## config.mk

```make
export PLATFORM = sky130hd
export DESIGN_NAME = rwep_sqrt_cell
export DESIGN_NICKNAME = d
export VERILOG_FILES = /design/src/rtl/core/rwep_sqrt_cell.sv
export SDC_FILE = /design/constraint.sdc
export NUM_CORES = 1
export LEC_CHECK = 0
export BUFFER_PORTS_ARGS = -buffer_cell sky130_fd_sc_hd__buf_2
export CELL_PAD_IN_SITES_DETAIL_PLACEMENT = 0
export CELL_PAD_IN_SITES_GLOBAL_PLACEMENT = 1
export CORE_MARGIN = 1.5
export CORE_UTILIZATION = 40
export DETAILED_ROUTE_END_ITERATION = 8
export PLACE_DENSITY_LB_ADDON = 0.1
export SLEW_MARGIN = 10
export SYNTH_ARGS = -nofsm -noshare
export SYNTH_HDL_FRONTEND = slang
export SYNTH_SLANG_ARGS = --single-unit
```

## constraint.sdc

```tcl
create_clock -name clk -period 6.7 [get_ports clk]
set_clock_uncertainty 0.15 [all_clocks]
set_input_delay 1.34 -clock clk [delete_from_list [all_inputs] [get_ports clk]]
set_output_delay 1.34 -clock clk [all_outputs]
set_load 0.05 [all_outputs]
```

## src/rtl/core/rwep_sqrt_cell.sv

```systemverilog
`default_nettype none
// One digit-by-digit square root step: bring down two radicand bits, try root*4+1.
module rwep_sqrt_cell #(
	parameter int RW = 48,
	parameter int I  = 0
) (
	input  wire logic            clk,
	input  wire logic            en,
	input  wire logic [2*RW-1:0] n_i,
	input  wire logic [RW+1:0]   rem_i,
	input  wire logic [RW-1:0]   root_i,
	output logic      [2*RW-1:0] n_o,
	output logic      [RW+1:0]   rem_o,
	output logic      [RW-1:0]   root_o
);
	logic [RW+3:0] cur;
	logic [RW+3:0] trial;
	logic [RW+3:0] diff;
	logic          ge;

	assign cur   = {rem_i, n_i[2*RW-1-2*I -: 2]};
	assign trial = {2'b00, root_i, 2'b01};
	assign diff  = cur - trial;
	assign ge    = (cur >= trial);

	always_ff @(posedge clk) begin
		if (en) begin
			n_o    <= n_i;
			rem_o  <= ge ? diff[RW+1:0] : cur[RW+1:0];
			root_o <= {root_i[RW-2:0], ge};
		end
	end
endmodule
`default_nettype wire

```

==> results.py <==
metrics = {
    "floorplan": {
        "ioPinCount": 390,
        "core_sq_um": 23400,
        "die_h_um": 157,
        "die_area_sq_um": 24700,
        "initial_core_util": 0.407,
        "fp-row-count": 56,
        "die-width_um": 157,
    },
    "timing": {
        "rsz0062_at_grt": "false",
        "layout_min_cycle_time_ns": 4.64,
        "min_period_over_period": 0.692,
        "worst_pin_slew_ns": 0.846,
        "final_hold_viol_count": 0,
        "slew_headroom": 0.436,
        "finalSetupViolCount": 0,
        "tns_ns": 0,
        "slew_violations": 0,
        "fmax_ghz": 0.216,
    },
    "final_layout": {
        "drive_above_1_share": 0.372,
        "finalNonFillerCells": 1508,
        "seqCellArea_sq_um": 5830,
        "multiInputGateArea_sq_um": 3310,
        "num-nets-final": 1420,
        "finalCoreUtilization": 0.529,
        "area_delta_synth_final_pct": 30.1,
        "nFillCells": 2196,
    },
    "global_route": {
        "antenna_found_initial": 1,
        "grt_pass1_vias": 7112,
        "grt_max_degree": 69,
        "gr-total-overflow": 0,
        "grt_pass1_wl_mm": 40.1,
        "grtUsageTotal": 0.213,
    },
    "synthesis": {
        "ys_top_cells_by_area": "edfxtp_1 61%, ha_1 6.6%, a21oi_1 5.5%, nor2_1 2.8%, inv_1 2.5%",
        "postSynthCellCount": 788,
        "yosysSeqAreaShare": 0.612,
        "syn_nets": 1034,
        "synth_ff_type": "edfxtp_1",
        "synth_async_sr_flop_share": 0,
        "synth_cell_types": 58,
        "avgSynthCellArea_sq_um": 12.1,
        "synth-seq-cells": 194,
        "yosys.area.top_type": "edfxtp_1",
        "synth_edf_count": 194,
        "yosys_warnings": 0,
        "synth_common_cells": "194 x edfxtp_1, 105 x a21oi_1, 71 x nor2_1",
        "synth_top_area_share": 0.612,
        "synth.most_common_cell": "edfxtp_1",
        "syn_area_sq_um": 9520,
    },
    "cts": {
        "cts_buffer_depth": 2,
        "clock_sinks": 194,
        "cts_tree": "yes",
        "cts.clk_slew.worst_paths_ns": 0.08,
        "cts_resized": 0,
        "cts-hold-fix-buffers": 0,
        "cts-root-buf": "clkbuf_16",
        "numCtsBuffers": 17,
        "cts_setup_buffers": 0,
        "cts.htree.levels": 4,
    },
    "setup_path": {
        "arrival_ns": 4.67,
        "cp_max_fo": 35,
        "crit_slowest_cell": "or4b_1",
        "crit_top_cell": "buf_4",
        "cp_cell_sequence": "buf_2 > inv_1 > ha_1 > nand2_1 > o31a_1 > or4b_1 > a21oi_2 > o41a_1 > nor3_1 > o21ai_4 > buf_4 > buf_4 > a21oi_1",
        "cp_data_required_time_ns": 6.73,
        "max_stage_delay_ns": 0.52,
        "critical_path_class": "primary input to flop",
        "critPathLaunchType": "primary input",
        "end_kind": "flop",
    },
    "drt": {
        "drc": 0,
        "first_pass_iters": 5,
        "ant_nets": 0,
        "wire_per_inst_um": 18.0,
        "vias": 7511,
        "first_iter_violations": 408,
        "wirelength_mm": 27.1,
        "viasPerCell": 4.98,
    },
    "placed_design": {
        "hpwl_mm": 21.1,
        "place_inst": 1474,
        "gp_congestion": 0.800,
        "portBuffers": 389,
    },
    "pwr": {
        "powerDensity_nw_per_um2": 291,
        "peakVddDrop_mv": 0.174,
        "leakagePower_nw": 5.50,
    },
    "status": {
        "status": "complete, no violations",
    },
    "worst_hold_path": {
        "hp-class": "primary input to flop",
        "hold_path_depth": 1,
    },
    "run": {
        "maxCapViolCount": 0,
    },
}
[kinds of logic (layout without fill, tap and decap cells)]
logic type,after synthesis,after routing,share of synthesized area
AOI/OAI and AO/OA,220,220,0.141
DFF,194,194,0.612
and+or+nand+nor,179,179,0.0882
buffers and inverters,91,490,0.0412
adders and majority gates,50,50,0.0657
xor gates and xnor gates,47,47,0.0433
muxes,7,7,0.00828
other,0,2,0
[sequential cells by signal, summed over array words and instances (netlist names)]
register and count:
rem_o 50, root_o 48, n_o 96
[final timing paths]
path / from / end / slack [ns]
setup / recovery: root_i[13] / rem_o[4] / 2.06
hold / removal: n_i[9] / n_o[9] / 0.92
[power breakdown]
| group | switching (mW) | internal [mW] | total, mW |
|---|---|---|---|
| registers | 0.0278 | 1.48 | 1.51 |
| clock network | 0.552 | 0.512 | 1.06 |
| logic | 0.758 | 0.273 | 1.03 |
| total | 1.34 | 2.27 | 3.61 |
[per-stage QoR]
step	setup slack (ns)	hold slack (ns)	instance area, sq um	total power [mW]
global route	1.77	0.897	12400	3.76
floorplan	2.56	1.29	9520	2.28
finish	2.06	0.922	12400	3.61
CTS	2.03	0.905	12400	3.64
global placement	1.70	1.37	11800	2.57
detailed placement	1.56	1.37	11800	2.57
[layer usage]
layer | global-route usage | part of all wire | vias to the layer above
met5 | 0 | 0 | -
met4 | 0.0485 | 0.014 | 0
met3 | 0.0468 | 0.066 | 24
met2 | 0.381 | 0.51 | 280
met1 | 0.263 | 0.41 | 3524
li1 | - | - | 3683
[placed cells by master (no fill, tap or decap), types with 3 or more instances in the layout]
| cell type | instances |
|---|---|
| clkinv_8 | 5 |
| nor2_1 | 71 |
| edfxtp_1 | 194 |
| nand2b_1 | 4 |
| a21o_1 | 27 |
| o21ai_0 | 32 |
| xnor2_1 | 27 |
| buf_4 | 5 |
| inv_1 | 64 |
| a31oi_1 | 5 |
| a21boi_0 | 3 |
| clkbuf_16 | 17 |
| buf_2 | 388 |
| nand4_1 | 17 |
| a21oi_1 | 105 |
| ha_1 | 50 |
| o21bai_1 | 4 |
| mux2_2 | 7 |
| o211ai_1 | 9 |
| a211oi_1 | 4 |
| nor3_1 | 10 |
| or4b_1 | 3 |
| or3_1 | 4 |
| o21a_1 | 5 |
| nor4_1 | 5 |
| o31a_1 | 4 |
| nand2_1 | 42 |
| nor2b_1 | 4 |
| nand3_1 | 7 |
| xor2_1 | 20 |
| inv_6 | 4 |
[worst max-delay path, delay by kind of cell]
family | cells | cell delay [ns]
buf+inv | 4 | 0.86
simple gates | 3 | 0.74
compound gates | 5 | 1.34
fa+ha+maj | 1 | 0.36
[final cells by class]
cell class                      count  share of cell area
Clock inverter                     15              0.0149
Tap cell                          319              0.0322
Antenna cell                        2            0.000404
Sequential cell                   194               0.471
Timing Repair Buffer              394               0.161
Clock buffer                       17              0.0344
Multi-Input combinational cell    503               0.267
Inverter                           64              0.0194
(Power assumes the default switching activity.)
