$ cat src/rtl/core/rwep_div_cell.sv
`default_nettype none
// One restoring division step: shift in one dividend bit, subtract if it fits.
module rwep_div_cell #(
	parameter int W  = 32,
	parameter int QW = 48,
	parameter int J  = 0
) (
	input  wire logic          clk,
	input  wire logic          en,
	input  wire logic [W-1:0]  rem_i,
	input  wire logic [QW-1:0] quo_i,
	input  wire logic [W-1:0]  a_i,
	input  wire logic [W-1:0]  d_i,
	output logic      [W-1:0]  rem_o,
	output logic      [QW-1:0] quo_o,
	output logic      [W-1:0]  a_o,
	output logic      [W-1:0]  d_o
);
	logic         bit_in;
	logic [W:0]   cur;
	logic [W:0]   diff;
	logic         ge;

	generate
		if (J < W) begin : g_data
			assign bit_in = a_i[W-1-J];
		end else begin : g_zero
			assign bit_in = 1'b0;
		end
	endgenerate

	assign cur  = {rem_i, bit_in};
	assign diff = cur - {1'b0, d_i};
	assign ge   = (cur >= {1'b0, d_i});

	always_ff @(posedge clk) begin
		if (en) begin
			rem_o <= ge ? diff[W-1:0] : cur[W-1:0];
			quo_o <= {quo_i[QW-2:0], ge};
			a_o   <= a_i;
			d_o   <= d_i;
		end
	end
endmodule
`default_nettype wire

$ cat config.mk
export PLATFORM = sky130hd
export DESIGN_NAME = rwep_div_cell
export DESIGN_NICKNAME = d
export VERILOG_FILES = /design/src/rtl/core/rwep_div_cell.sv
export SDC_FILE = /design/constraint.sdc
export NUM_CORES = 1
export LEC_CHECK = 0
export BUFFER_PORTS_ARGS = -buffer_cell sky130_fd_sc_hd__buf_2
export CAP_MARGIN = 20
export CELL_PAD_IN_SITES_DETAIL_PLACEMENT = 1
export CELL_PAD_IN_SITES_GLOBAL_PLACEMENT = 2
export CORE_ASPECT_RATIO = 0.5
export CORE_UTILIZATION = 32
export DETAILED_ROUTE_END_ITERATION = 7
export HOLD_SLACK_MARGIN = 0.06
export PLACE_DENSITY_LB_ADDON = 0.1
export SYNTH_ARGS = -nofsm -noshare
export SYNTH_HDL_FRONTEND = slang
export SYNTH_SLANG_ARGS = --single-unit
$ cat constraint.sdc
create_clock -name clk -period 5.55 [get_ports clk]
set_input_delay 1.665 -clock clk [delete_from_list [all_inputs] [get_ports clk]]
set_output_delay 1.665 -clock clk [all_outputs]
set_load 0.02 [all_outputs]
==> results.yml, run 1 <==
cts:
  cts_setup_buffers: 0
  htreeDepth: 4
  clockRootBuffer: "clkbuf_16"
  cts_resized: 0
  cts_tree: "yes"
  path_clk_slew_ns: 0.06
  cts_sinks: 144
  clock_path_buffers: 2
  ctsHoldBuffers: 0
  cts_made_buffers: 17
floorplan:
  fp-row-count: 36
  dieArea_um2: 21400
  ios: 290
  die_y_um: 104
  chipWidth_um: 206
  coreArea_um2: 19900
  initial_core_util: 0.334
yosys:
  yosys.cell_types.count: 49
  synth_area_per_cell_um2: 13.2
  yosys_warnings: 0
  syn_area_um2: 6650
  async_flop_share: 0
  synthCells: 503
  synth.largest_area_cell: "edfxtp_1"
  synth-edff-count: 144
  syn-num-nets: 682
  seq_area_frac_synth: 0.650
  synthFlopType: "edfxtp_1"
  ys_seq_elements: 144
  yosysTopAreaCellShare: 0.650
  synth.area.top_cells: "edfxtp_1 (65%), ha_1 (6.0%), a21oi_1 (4.1%)"
power:
  total_power_mw: 3.02
  powerDensity_nw_per_um2: 340
  peakVddDrop_uv: 189
  p_leak_nw: 3.93
detailed_routing:
  final_antenna_net_count: 0
  dr.pass1.iters: 5
  drt_iter0_markers: 236
  wl_per_cell_um: 18.5
  totalWireLength_mm: 19.9
  via_per_inst: 4.68
  drc: 0
  vias: 5041
worst_setup_path:
  cp_slowest_cell: "ha_1"
  path_max_fanout: 8
  critPathRequiredTime_ns: 5.73
  path_class: "in -> reg"
  cp-end-kind: "flip-flop"
  cp.arrival_ns: 4.35
  worstSetupStartpointType: "input port"
  cpPeakStageDelay_ns: 0.46
  worstPathCellList: "buf_2, inv_1, ha_1, a21oi_1, o21a_1, a2111oi_0, o31ai_1, a21oi_2, a211oi_1, xnor2_1, mux2_4"
run:
  cap_violations: 0
sta:
  min_period_ns: 4.17
  slew_headroom: 0.479
  rsz0062_at_grt: "false"
  setup_viol_count_final: 0
  hold_viol: 0
  worst_pin_slew_ns: 0.781
  timing.hold.ws_ns: 1.41
  fmax_mhz: 240
  final-max-slew-violation-count: 0
  setup_tns_ns: 0
  timing.final.crit_share: 0.752
grt:
  grt_antenna_before_repair: 3
  grt_use_total: 0.188
  grt_pass1_vias: 5274
  grt_max_degree: 82
  grt.overflow.total: 0
  grt_pass1_wl_mm: 30.4
status:
  outcome: "finished clean"
placement:
  io_buffers: 288
  dp_hpwl_mm: 15.6
  place_congestion: 0.795
  place_inst: 1045
  place_area_um2: 8360
layout:
  regArea_um2: 4320
  finalInstanceArea_um2: 8880
  multiInputGateArea_um2: 2040
  stdcell_count: 1077
  num-fill-cells: 2212
  area_growth_syn_to_layout_pct: 33.6
  num_antenna_cells: 0
  final_common_cell: "buf_2"
  fin_nets: 977
  drive_gt1_frac: 0.416
  mostFrequentLayoutCells: "buf_2 (287), edfxtp_1 (144), a21oi_1 (54), inv_1 (46), nor2_1 (37)"
min_path:
  hold_path.class: "in -> reg"
[cell type report]
type	count	share of cell area
Clock buffer	19	0.0487
Clock inverter	13	0.0103
Inverter	46	0.0194
Multi-Input combinational cell	296	0.230
Sequential cell	144	0.487
Tap cell	266	0.0375
Timing Repair Buffer	293	0.167
[synthesized netlist by cell type (all sizes together) (3+ instances only)]
master	instances
inv	46
o21ai	21
ha	32
a21o	8
edfxtp	144
clkbuf	6
nand4	8
xor2	10
a21oi	55
buf	11
a2111oi	4
o31ai	7
nor2	37
nand2b	7
nand2	24
nand3	8
xnor2	16
o21bai	5
o21a	6
a211oi	3
nor3	3
and2	3
mux2	8
[path summary, 6_finish.rpt]
check	startpoint	endpoint	depth (start not counted)	slack, ns
worst min-delay path	a_i[18]	a_o[18]$_DFFE_PP_	1	1.41
worst max-delay path	d_i[11]	rem_o[30]$_DFFE_PP_	11	1.38
[report_power, final]
part	leakage [nW]	internal, mW	switching (mW)
sequential	1.41	1.33	0.0251
combinational	2.27	0.235	0.398
clock	0.248	0.570	0.464
total	3.93	2.13	0.887
[flip-flops by register name, indices dropped and copies added, names as in the netlist]
register,cells
quo_o,48
d_o,32
a_o,32
rem_o,32
[layer usage]
metal | global-route usage | up-vias | wire [µm]
met5 | 0 | - | 37
met4 | 0.0488 | 6 | 142
met3 | 0.0492 | 15 | 1070
met2 | 0.306 | 124 | 9500
met1 | 0.248 | 2454 | 9170
li1 | - | 2442 | -
[through the flow]
step | worst slack, ns | utilization
6_report | 1.38 | 0.446
5_1_grt | 1.14 | 0.446
4_1_cts | 1.41 | 0.446
3_5_place_dp | 0.988 | 0.420
3_3_place_gp | 0.994 | 0.420
2_1_floorplan | 1.53 | -
[logic make-up after synthesis]
kind of cell | share of synthesized area
DFF | 0.650
xor gates and xnor gates | 0.0342
and+or+nand+nor | 0.0786
adders and majority gates | 0.0632
buffers and inverters | 0.0427
muxes | 0.0211
AOI/OAI and AO/OA | 0.110
[critical path: cells and delay by family]
kind | cells | cell delay [ns]
adder cells (fa/ha/maj) | 1 | 0.46
multiplexers | 1 | 0.25
AO/OA/AOI/OAI | 6 | 1.68
XOR/XNOR | 1 | 0.16
buffers and inverters | 2 | 0.13
(Power assumes the default switching activity.)
==> run 2: changes to the inputs <==
--- a/config.mk
+++ b/config.mk
@@ -10,7 +10,7 @@
 export CELL_PAD_IN_SITES_DETAIL_PLACEMENT = 1
 export CELL_PAD_IN_SITES_GLOBAL_PLACEMENT = 2
 export CORE_ASPECT_RATIO = 0.5
-export CORE_UTILIZATION = 32
+export CORE_UTILIZATION = 30
 export DETAILED_ROUTE_END_ITERATION = 7
 export HOLD_SLACK_MARGIN = 0.06
 export PLACE_DENSITY_LB_ADDON = 0.1
==> constraint.sdc (replaced) <==
create_clock -name clk -period 4.1 [get_ports clk]
set_input_delay 1.23 -clock clk [delete_from_list [all_inputs] [get_ports clk]]
set_output_delay 1.23 -clock clk [all_outputs]
set_load 0.02 [all_outputs]
==> results.yml, run 2 (synthesis results as in run 1) <==
status:
  outcome: "finished clean"
sta:
  fmax_mhz: 281
  setup_viol_count_final: 0
  timing.final.crit_share: 0.869
  rsz0062_at_grt: "false"
  slew_headroom: 0.596
  final-max-slew-violation-count: 0
  worst_pin_slew_ns: 0.607
  hold_viol: 0
  setup_tns_ns: 0
  worst_slack_ns: 0.537
  min_period_ns: 3.56
floorplan:
  chipWidth_um: 213
  ios: 290
  coreArea_um2: 21700
  initial_core_util: 0.307
  die_y_um: 107
  dieArea_um2: 22800
  fp-row-count: 38
layout:
  final_common_cell: "buf_2"
  regMostFlops: "quo_o"
  area_growth_syn_to_layout_pct: 36.8
  mostFrequentLayoutCells: "buf_2 (287), edfxtp_1 (144), a21oi_1 (54), inv_1 (46), nor2_1 (37)"
  drive_gt1_frac: 0.425
  fin_nets: 991
  largest_reg_flops: 48
placement:
  place_congestion: 0.750
  dp_hpwl_mm: 15.2
  io_buffers: 288
  post-place-ws_ns: 0.0580
power:
  seqPwrFrac: 0.437
  clkPwrFrac: 0.352
  p_sw_mw: 1.21
  sw_frac_of_total: 0.289
  peakVddDrop_uv: 239
  powerDensity_nw_per_um2: 459
  p_leak_nw: 4.03
  power_frac_comb: 0.211
  internal-power_mw: 2.97
grt:
  grt_use_total: 0.171
  grt_max_degree: 62
  grt_pass1_wl_mm: 28.6
  grt.overflow.total: 0
  grt_antenna_before_repair: 7
  grt_pass1_vias: 5093
cts:
  htreeDepth: 4
  clockRootBuffer: "clkbuf_16"
  cts_setup_buffers: 0
  ctsHoldBuffers: 0
  clock_path_buffers: 2
  cts_tree: "yes"
  cts_sinks: 144
  cts_made_buffers: 17
  cts_resized: 0
  path_clk_slew_ns: 0.06
detailed_routing:
  totalWireLength_mm: 19.2
  vias: 5042
  drc: 0
  final_antenna_net_count: 0
  drt_iter0_markers: 285
  wl_per_cell_um: 17.0
  via_per_inst: 4.47
  dr.pass1.iters: 5
worst_setup_path:
  critPathRequiredTime_ns: 4.29
  path_buf_inv: 3
  path_class: "in -> reg"
  crit_family: "compound AO/OA/AOI/OAI gates"
  worstPathCellList: "buf_2, inv_1, ha_1, fa_1, nor2b_1, o2111ai_1, a21oi_1, o31ai_1, a21oi_2, buf_4, a211oi_1, xnor2_1, mux2_4"
  cp-end-kind: "flip-flop"
  worstSetupStartpointType: "input port"
  cp.arrival_ns: 3.75
  cp.depth: 13
  path_max_fanout: 5
  cpPeakStageDelay_ns: 0.52
  cp_slowest_cell: "o31ai_1"
run:
  cap_violations: 0
min_path:
  min_path_cells: 1
  hold_path.class: "in -> reg"
  worstHoldStart: "a_i[30]"
  whs_endpoint: "a_o[30]$_DFFE_PP_"
## run 2: changes by cell type in the layout (fill, tap and decap cells not counted), moves of 2 or more
cell,previous run,this run
buf_12,0,3
clkinv_2,4,2
buf_4,5,16
clkinvlp_4,4,2
diode_2,0,3
inv_6,1,3
## run 2: worst max-delay path by stage
stage,endpoint,from
2_1_floorplan,rem_o[14]$_DFFE_PP_,d_i[23]
3_3_place_gp,rem_o[26]$_DFFE_PP_,d_i[2]
3_5_place_dp,rem_o[30]$_DFFE_PP_,d_i[2]
4_1_cts,rem_o[30]$_DFFE_PP_,a_i[31]
5_1_grt,rem_o[26]$_DFFE_PP_,d_i[2]
6_report,rem_o[30]$_DFFE_PP_,a_i[31]
## run 2: power by group through the flow
stage          Sequential, mW  Combinational [mW]  Clock (mW)
3_3_place_gp             1.86               0.889           0
4_1_cts                  1.83               0.898        1.51
3_5_place_dp             1.86               0.894           0
2_1_floorplan            2.06               0.338           0
5_1_grt                  1.84               0.966        1.57
6_report                 1.83               0.881        1.47
## run 2: layout make-up
class	count	area [µm²]
Timing Repair Buffer	307	1630
Sequential cell	144	4320
Clock inverter	12	111
Tap cell	300	375
Fill cell	2457	12600
Antenna cell	3	7.51
Multi-Input combinational cell	296	2040
Inverter	46	173
Clock buffer	19	433
## run 2: metal layers
metal | routed length, µm | GRT usage | part of all wire | vias to the layer above
met2 | 9020 | 0.270 | 0.47 | 131
met5 | 61 | 0 | 0.0032 | -
met4 | 214 | 0.0591 | 0.011 | 8
met1 | 8690 | 0.215 | 0.45 | 2397
li1 | - | - | - | 2484
met3 | 1220 | 0.0613 | 0.064 | 22
## run 2: metrics by stage
step,cells,hold slack (ns),area (µm²),util,total power [mW]
2_1_floorplan,503,1.33,6650,-,2.39
4_1_cts,1124,0.935,9090,0.419,4.24
3_5_place_dp,1093,1.41,8540,0.394,2.75
5_1_grt,1126,0.933,9090,0.419,4.38
3_3_place_gp,1093,1.41,8540,0.394,2.74
6_report,1127,0.964,9100,0.420,4.18
==> run 3: changes to the inputs <==
--- a/config.mk
+++ b/config.mk
@@ -13,6 +13,7 @@
 export CORE_UTILIZATION = 30
 export DETAILED_ROUTE_END_ITERATION = 7
 export HOLD_SLACK_MARGIN = 0.06
+export MAX_ROUTING_LAYER = met4
 export PLACE_DENSITY_LB_ADDON = 0.1
 export SYNTH_ARGS = -nofsm -noshare
 export SYNTH_HDL_FRONTEND = slang
==> results.yml, run 3 (synthesis results as in run 1) <==
worst_setup_path:
  cp-end-kind: "flip-flop"
  cp.depth: 13
  cp.arrival_ns: 3.76
  path_buf_inv: 3
  worstPathCellList: "buf_2, inv_1, ha_1, fa_1, nor2b_1, o2111ai_1, a21oi_1, o31ai_1, a21oi_2, buf_4, a211oi_1, xnor2_1, mux2_4"
  path_class: "in -> reg"
  crit_family: "compound AO/OA/AOI/OAI gates"
  cp_slowest_cell: "o31ai_1"
  cpPeakStageDelay_ns: 0.52
  path_max_fanout: 5
  worstSetupStartpointType: "input port"
  critPathRequiredTime_ns: 4.28
min_path:
  hold_path.class: "in -> reg"
  min_path_cells: 1
layout:
  num-fill-cells: 2460
  final_common_cell: "buf_2"
  mostFrequentLayoutCells: "buf_2 (287), edfxtp_1 (144), a21oi_1 (54), inv_1 (46), nor2_1 (37)"
  largest_reg_flops: 48
  regMostFlops: "quo_o"
  stdcell_count: 1131
  area_growth_syn_to_layout_pct: 36.9
  final_util: 0.420
  drive_gt1_frac: 0.425
  fin_nets: 991
  finalInstanceArea_um2: 9110
sta:
  timing.hold.ws_ns: 0.969
  setup_viol_count_final: 0
  rsz0062_at_grt: "false"
  final-max-slew-violation-count: 0
  fmax_mhz: 279
  slew_headroom: 0.600
  min_period_ns: 3.58
  hold_viol: 0
  setup_tns_ns: 0
  worst_pin_slew_ns: 0.600
  timing.final.crit_share: 0.873
  worst_slack_ns: 0.519
detailed_routing:
  vias: 5018
  via_per_inst: 4.44
  wl_per_cell_um: 17.0
  drc: 0
  totalWireLength_mm: 19.2
  final_antenna_net_count: 0
  dr.pass1.iters: 5
  drt_iter0_markers: 279
placement:
  post-place-ws_ns: 0.0580
  place_area_um2: 8540
  dp_hpwl_mm: 15.2
  io_buffers: 288
  place_congestion: 0.759
  place_inst: 1093
floorplan:
  dieArea_um2: 22800
  initial_core_util: 0.307
  coreArea_um2: 21700
  fp-row-count: 38
  chipWidth_um: 213
  ios: 290
  die_y_um: 107
cts:
  cts_resized: 0
  htreeDepth: 4
  path_clk_slew_ns: 0.06
  ctsHoldBuffers: 0
  cts_sinks: 144
  cts_setup_buffers: 0
  clock_path_buffers: 2
  clockRootBuffer: "clkbuf_16"
  cts_made_buffers: 17
  cts_tree: "yes"
power:
  powerDensity_nw_per_um2: 458
  total_power_mw: 4.17
  peakVddDrop_uv: 236
  p_leak_nw: 4.03
status:
  outcome: "finished clean"
grt:
  grt_antenna_before_repair: 7
  grt.overflow.total: 0
  grt_pass1_vias: 5082
  grt_pass1_wl_mm: 28.7
  grt_use_total: 0.176
  grt_max_degree: 62
run:
  cap_violations: 0
[run 3: changes by cell type in the layout (fill, tap and decap cells not counted), sizes merged]
| cell | delta |
|---|---|
| diode | +4 |
[run 3: final cells by class]
type / count / area (µm²) / area share
inverters: 46 / 173 / 0.0190
clock buffers: 19 / 433 / 0.0475
multi-input cells: 296 / 2040 / 0.225
clock inverters: 12 / 111 / 0.0122
repair buffers: 307 / 1630 / 0.179
flip-flops and latches: 144 / 4320 / 0.475
diodes: 7 / 17.5 / 0.00192
well taps: 300 / 375 / 0.0412
[run 3: worst paths after layout]
check | start | end | slack [ns]
setup / recovery | a_i[31] | rem_o[30]$_DFFE_PP_ | 0.52
hold / removal | quo_i[10] | quo_o[11]$_DFFE_PP_ | 0.97
[run 3: routing by layer]
layer  vias to the layer above  wire length [µm]  GRT usage
met5                         -                 0          -
met2                       127              9070      0.268
met1                      2388              8830      0.218
li1                       2488                 -          -
met4                         0               214     0.0606
met3                        15              1100     0.0583
[run 3: power by group]
part	internal [mW]	switching, mW
registers	1.80	0.0322
logic	0.343	0.539
clock network	0.833	0.630
total	2.97	1.20
